[src/fdf_pkg.sv]
`timescale 1ns / 1ps
`default_nettype none
// ----------------------------------------------------------------------------
// fdf_pkg
// Shared widths, request codes, limits and controller types for the
// fractional delay FIR filter.
// ----------------------------------------------------------------------------
package fdf_pkg;

   localparam int SAMPLE_WIDTH      = 16;
   localparam int COEFF_WIDTH       = 16;
   localparam int OP_WIDTH          = 2;
   localparam int TAP_IDX_WIDTH     = 8;
   localparam int OUT_IDX_WIDTH     = 9;
   localparam int SHIFT_WIDTH       = 5;
   localparam int TAP_COUNT_DEFAULT = 256;
   localparam int FRAME_LENGTH      = 512;
   localparam int LEAD_OFFSET       = TAP_COUNT_DEFAULT / 2;

   localparam logic [SHIFT_WIDTH-1:0] SHIFT_RESET = SHIFT_WIDTH'(15);

   localparam logic [OP_WIDTH-1:0] OP_PUSH  = OP_WIDTH'(0);
   localparam logic [OP_WIDTH-1:0] OP_FLUSH = OP_WIDTH'(1);
   localparam logic [OP_WIDTH-1:0] OP_LOAD  = OP_WIDTH'(2);

   localparam logic signed [SAMPLE_WIDTH-1:0] SAMPLE_MAX = {1'b0, {(SAMPLE_WIDTH-1){1'b1}}};
   localparam logic signed [SAMPLE_WIDTH-1:0] SAMPLE_MIN = {1'b1, {(SAMPLE_WIDTH-1){1'b0}}};

   typedef enum logic [1:0] {
      ST_IDLE,
      ST_CALC,
      ST_DRAIN
   } fdf_state_type;

   typedef struct packed {
      logic capture;
      logic step;
      logic finish;
   } fdf_cmd_type;

   typedef struct packed {
      logic start;
      logic tap_last;
      logic pipe_busy;
      logic out_free;
   } fdf_status_type;

endpackage
`default_nettype wire

[src/fdf_ctrl.sv]
`timescale 1ns / 1ps
`default_nettype none
// ----------------------------------------------------------------------------
// fdf_ctrl
// Controller: takes requests when idle, walks the taps, waits for the
// multiply-accumulate pipeline to drain and hands the result over.
// ----------------------------------------------------------------------------
module fdf_ctrl (
   input  wire logic                    clock,
   input  wire logic                    reset,
   input  wire logic                    req_valid,
   output logic                         req_stall,
   input  wire fdf_pkg::fdf_status_type status,
   output fdf_pkg::fdf_cmd_type         cmd
);
   import fdf_pkg::*;

   fdf_state_type state_ff;
   fdf_state_type state_in;

   always_ff @(posedge clock) begin
      if (reset) begin
         state_ff <= ST_IDLE;
      end else begin
         state_ff <= state_in;
      end
   end

   always_comb begin
      state_in = state_ff;
      case (state_ff)
         ST_IDLE: begin
            if (req_valid && status.start) begin
               state_in = ST_CALC;
            end
         end
         ST_CALC: begin
            if (status.tap_last) begin
               state_in = ST_DRAIN;
            end
         end
         ST_DRAIN: begin
            if (!status.pipe_busy && status.out_free) begin
               state_in = ST_IDLE;
            end
         end
         default: begin
            state_in = ST_IDLE;
         end
      endcase
   end

   always_comb begin
      cmd       = '0;
      req_stall = 1'b1;
      case (state_ff)
         ST_IDLE: begin
            req_stall   = 1'b0;
            cmd.capture = req_valid;
         end
         ST_CALC: begin
            cmd.step = 1'b1;
         end
         ST_DRAIN: begin
            cmd.finish = !status.pipe_busy && status.out_free;
         end
         default: begin
            req_stall = 1'b1;
         end
      endcase
   end

endmodule
`default_nettype wire

[config.mk]
export PLATFORM = sky130hd
export DESIGN_NAME = fdf_ctrl
export DESIGN_NICKNAME = d
export VERILOG_FILES = /design/src/fdf_pkg.sv /design/src/fdf_ctrl.sv
export SDC_FILE = /design/constraint.sdc
export NUM_CORES = 1
export LEC_CHECK = 0
export BUFFER_PORTS_ARGS = -buffer_cell sky130_fd_sc_hd__buf_4
export CORE_AREA = 3 3 40 42
export DETAILED_ROUTE_END_ITERATION = 7
export DIE_AREA = 0 0 43 45
export PLACE_DENSITY = 0.31
export SLEW_MARGIN = 20
export SYNTH_ARGS = -nofsm -noshare
export SYNTH_HDL_FRONTEND = slang
export SYNTH_SLANG_ARGS = --single-unit
[constraint.sdc]
create_clock -name clock -period 2.5 [get_ports clock]
set_input_delay 0.25 -clock clock [delete_from_list [all_inputs] [get_ports clock]]
set_output_delay 0.25 -clock clock [all_outputs]
set_load 0.02 [all_outputs]
# After elaboration in Yosys (flattened, before gate mapping)
# Index checks and enable logic that the tools add are counted.
# word_totals
ramBits	0
regBits	2
latchBits	0
rom_bits	0
out_inout_bits	4
n_memories	0
wordCells	19
# op_classes
n_shift	0
reduce_logical	5
multipliers	0
n_mux	8
n_lt_le_gt_ge	0
eq_ne	5
n_div	0
add_sub_neg	0
bitwise_logic	0
# op_table
operator	count
$mux 2	3
$ne 2x2->1 const B	3
$pmux 2 s3	1
$mux 1	4
$reduce_and 3->1	1
$eq 2x1->1 const B	1
$eq 2x2->1 const B	1
$logic_and 1x1->1	2
$logic_not 2->1	1
$logic_not 1->1	1

# Longest topological paths before layout
# logic_depth
word_depth	4
mapped_depth	3
mapped_depth_nobuf	3

# Least setup slack after synthesis
# No wires, ideal clock.
# synth_timing
path_kind	reg-to-output
startpoint	register state_ff[1]
endpoint	output cmd[2] in the netlist's numbering
arrival_ns	0.968
setup_slack_ns	1.282
path_stages_with_launch	3
cell_sequence	dfxtp_1 > or2_1 > nor2_1
# synth_rtl
element	line	rtl
from (decl)	fdf_ctrl.sv:18	fdf_state_type state_ff;
from (signal assigned)	fdf_ctrl.sv:25	state_ff <= state_in;
to (decl)	fdf_ctrl.sv:14	output fdf_pkg::fdf_cmd_type cmd

==> impl_results.md <==
* Synth warnings at 0
* Hold Worst Slack at between 0.15 and 0.2 ns
* Clk sinks at 2
* Tot GR Track Use at approximately 3.8%
* Setup Crit Path Kind: reg -> out
* Post-cts sizing count at 0
* Distinct cells, synth at 14
* Number of setup violations in the final report at 0
* Post-Syn Area at 140 um2
* CP Max Fanout at 5
* Critical Path Source Type: flip-flop
* Initial drt markers at 0
* Flops & latches, synth at 2
* Hold Fails Final Rpt at 0
* Area grow syn2layout at 77.7%
* Slowest library cell on the worst path: dfxtp_1
* Final period util at between 50% and 60%
* Vias in the first global route at 138
* Hold_buf cts at 0
* Largest regs: state_ff x2
* Share of cells above drive strength 1 at approximately two thirds
* Power Density at approximately 540 mW/mm2
* Endpoint class of the critical path: output port
* Die area at slightly below 0.002 mm2
* Core area at between 0.001 and 0.0015 mm2
* H-Tree Depth at 1
* Leakage at 0.116 nW
* Initial Utilization at 10.9%
* Cell Chain, Critical Path: or2_1 > nor2_1 > buf_4
* Chip width at 43 um
* Final Critical Period at roughly 1.3 ns
* I/O Pins at 11
* TritonCTS Buffers at 3
* GP Congestion at ~0.66
* Wire length per cell at 8.52 um
* Commonest non-fill, non-tap cells in the layout: buf_4, clkbuf_4, dfxtp_1
* Met1 Use GR at under 10%
* DR vias/cell at between 3 and 4
* Post-Synthesis Cells at 15
* Crit path arrival time at roughly 1.1 ns
* CP max stage delay at approximately 0.36 ns
* Top delay family on crit path: flip-flops
* Hold crit path type: in -> reg
* Share of the yosys chip area belonging to registers at 28.6%
* Fin util at approximately 19%
* Leading cell type in the layout, fill and taps excluded: buf_4
* Row count at 13
* CTS tree: yes
* Hpwl dp at 279 um
* CP required at about 2.3 ns
* Fin cells at between 40 and 50
* GRT busiest layer: met2
* Bufs and invs on worst path at 1
* Skew-Pair Late Insertion Delay at 0.22 ns
* Max VDD drop at approximately 0.099 mV
* Status: completed
* RSZ-0062 raised after global routing: false
* Diodes inserted at 0
* # DRC at 0
* Detail Route Antenna Nets at 0
* Cell total after placement at 39
* Total power at around 0.00014 W
* Setup TNS at 0 ns
* Clock Pin Slew Worst Setup and Hold Paths at approximately 0.03 ns
* First-pass GRT wire length at 524 um
* Port Buffers at 10
* WL final at between 300 and 400 um
* Met3 Use GR at 1.59%
* Syn Nets at 22
* Via count at around 140
* Root buf cell: clkbuf_4
* Setup bufs post-CTS at 0
* Final-report max-slew violation count at 0
* Max-Cap Viols at 0
* Most flops, register: state_ff
* Pin count of the biggest net entering global routing at 6
* DIE HEIGHT at around 45 um
* Fmax at 0.765 GHz
* NumNets Final at 36
* Total gr overflow at 0
* Drt first pass iters at 1
* Syn Area/Cell at 9.34 um2
* GRT met2 Usage at around 5.4%
* Fin Clk Skew at about 0.00022 ns
* Initial antenna violation count at 0
* Least-Margin Pin Slew at 0.237 ns
* Max reg flops at 2
* Max_slew headroom at 84.2%
* Clock buffer depth at 2
report_power, final:
group / switching [W] / total, W / internal (W) / leakage, nW
clock: 0.0000174 / 0.0000703 / 0.0000529 / 0.0138
sequential: 0.00000241 / 0.0000361 / 0.0000337 / 0.0163
combinational: 0.0000122 / 0.0000292 / 0.0000170 / 0.0861
worst paths after layout:
check,start,to,slack (ns),cells after the start
max,state_ff[1],cmd[2],1.19,3
min,reset,state_ff[1],0.20,2
max reg2reg,state_ff[0],state_ff[0],1.61,2
min reg2reg,state_ff[1],state_ff[0],0.56,1
cell type report:
| type | count | area [um2] |
|---|---|---|
| fill | 150 | 1040 |
| tap | 15 | 18.8 |
| sequential | 2 | 40.0 |
| multi-input combinational | 11 | 88.8 |
| inverter | 1 | 3.75 |
| clock buffer | 3 | 22.5 |
| timing repair buffer | 10 | 75.1 |
synth_stat cells:
| cell | count | area share (%) |
|---|---|---|
| inv_1 | 1 | 2.7 |
| dfxtp_1 | 2 | 29 |
| nor2_1 | 1 | 2.7 |
| mux2_4 | 1 | 11 |
| nand2b_1 | 1 | 4.5 |
| or2_1 | 1 | 4.5 |
| nor2b_4 | 1 | 9.8 |
| nor3b_1 | 1 | 5.4 |
| nand2_2 | 1 | 4.5 |
| nand3b_1 | 1 | 5.4 |
| a21oi_2 | 1 | 6.3 |
| nand2_1 | 1 | 2.7 |
| buf_4 | 1 | 5.4 |
| nor3_2 | 1 | 7.1 |
kinds of logic after synthesis:
group | synth area share (%)
buffers and inverters | 8.04
multiplexers | 10.7
AO/OA/AOI/OAI | 6.25
flip-flops | 28.6
AND/OR/NAND/NOR | 46.4
layer usage:
metal / wire [um] / vias to the layer above
met1: 147 / 54
li1: - / 73
met2: 166 / 8
met3: 44 / 0
met5: 0 / -
met4: 0 / 0
stage by stage:
stage               setup WS, ns  instance area, um2
floorplan                   1.28                 140
global placement            1.38                 226
detailed placement          1.39                 226
CTS                         1.17                 249
global route                1.12                 249
finish                      1.19                 249
(Power assumes the default switching activity.)
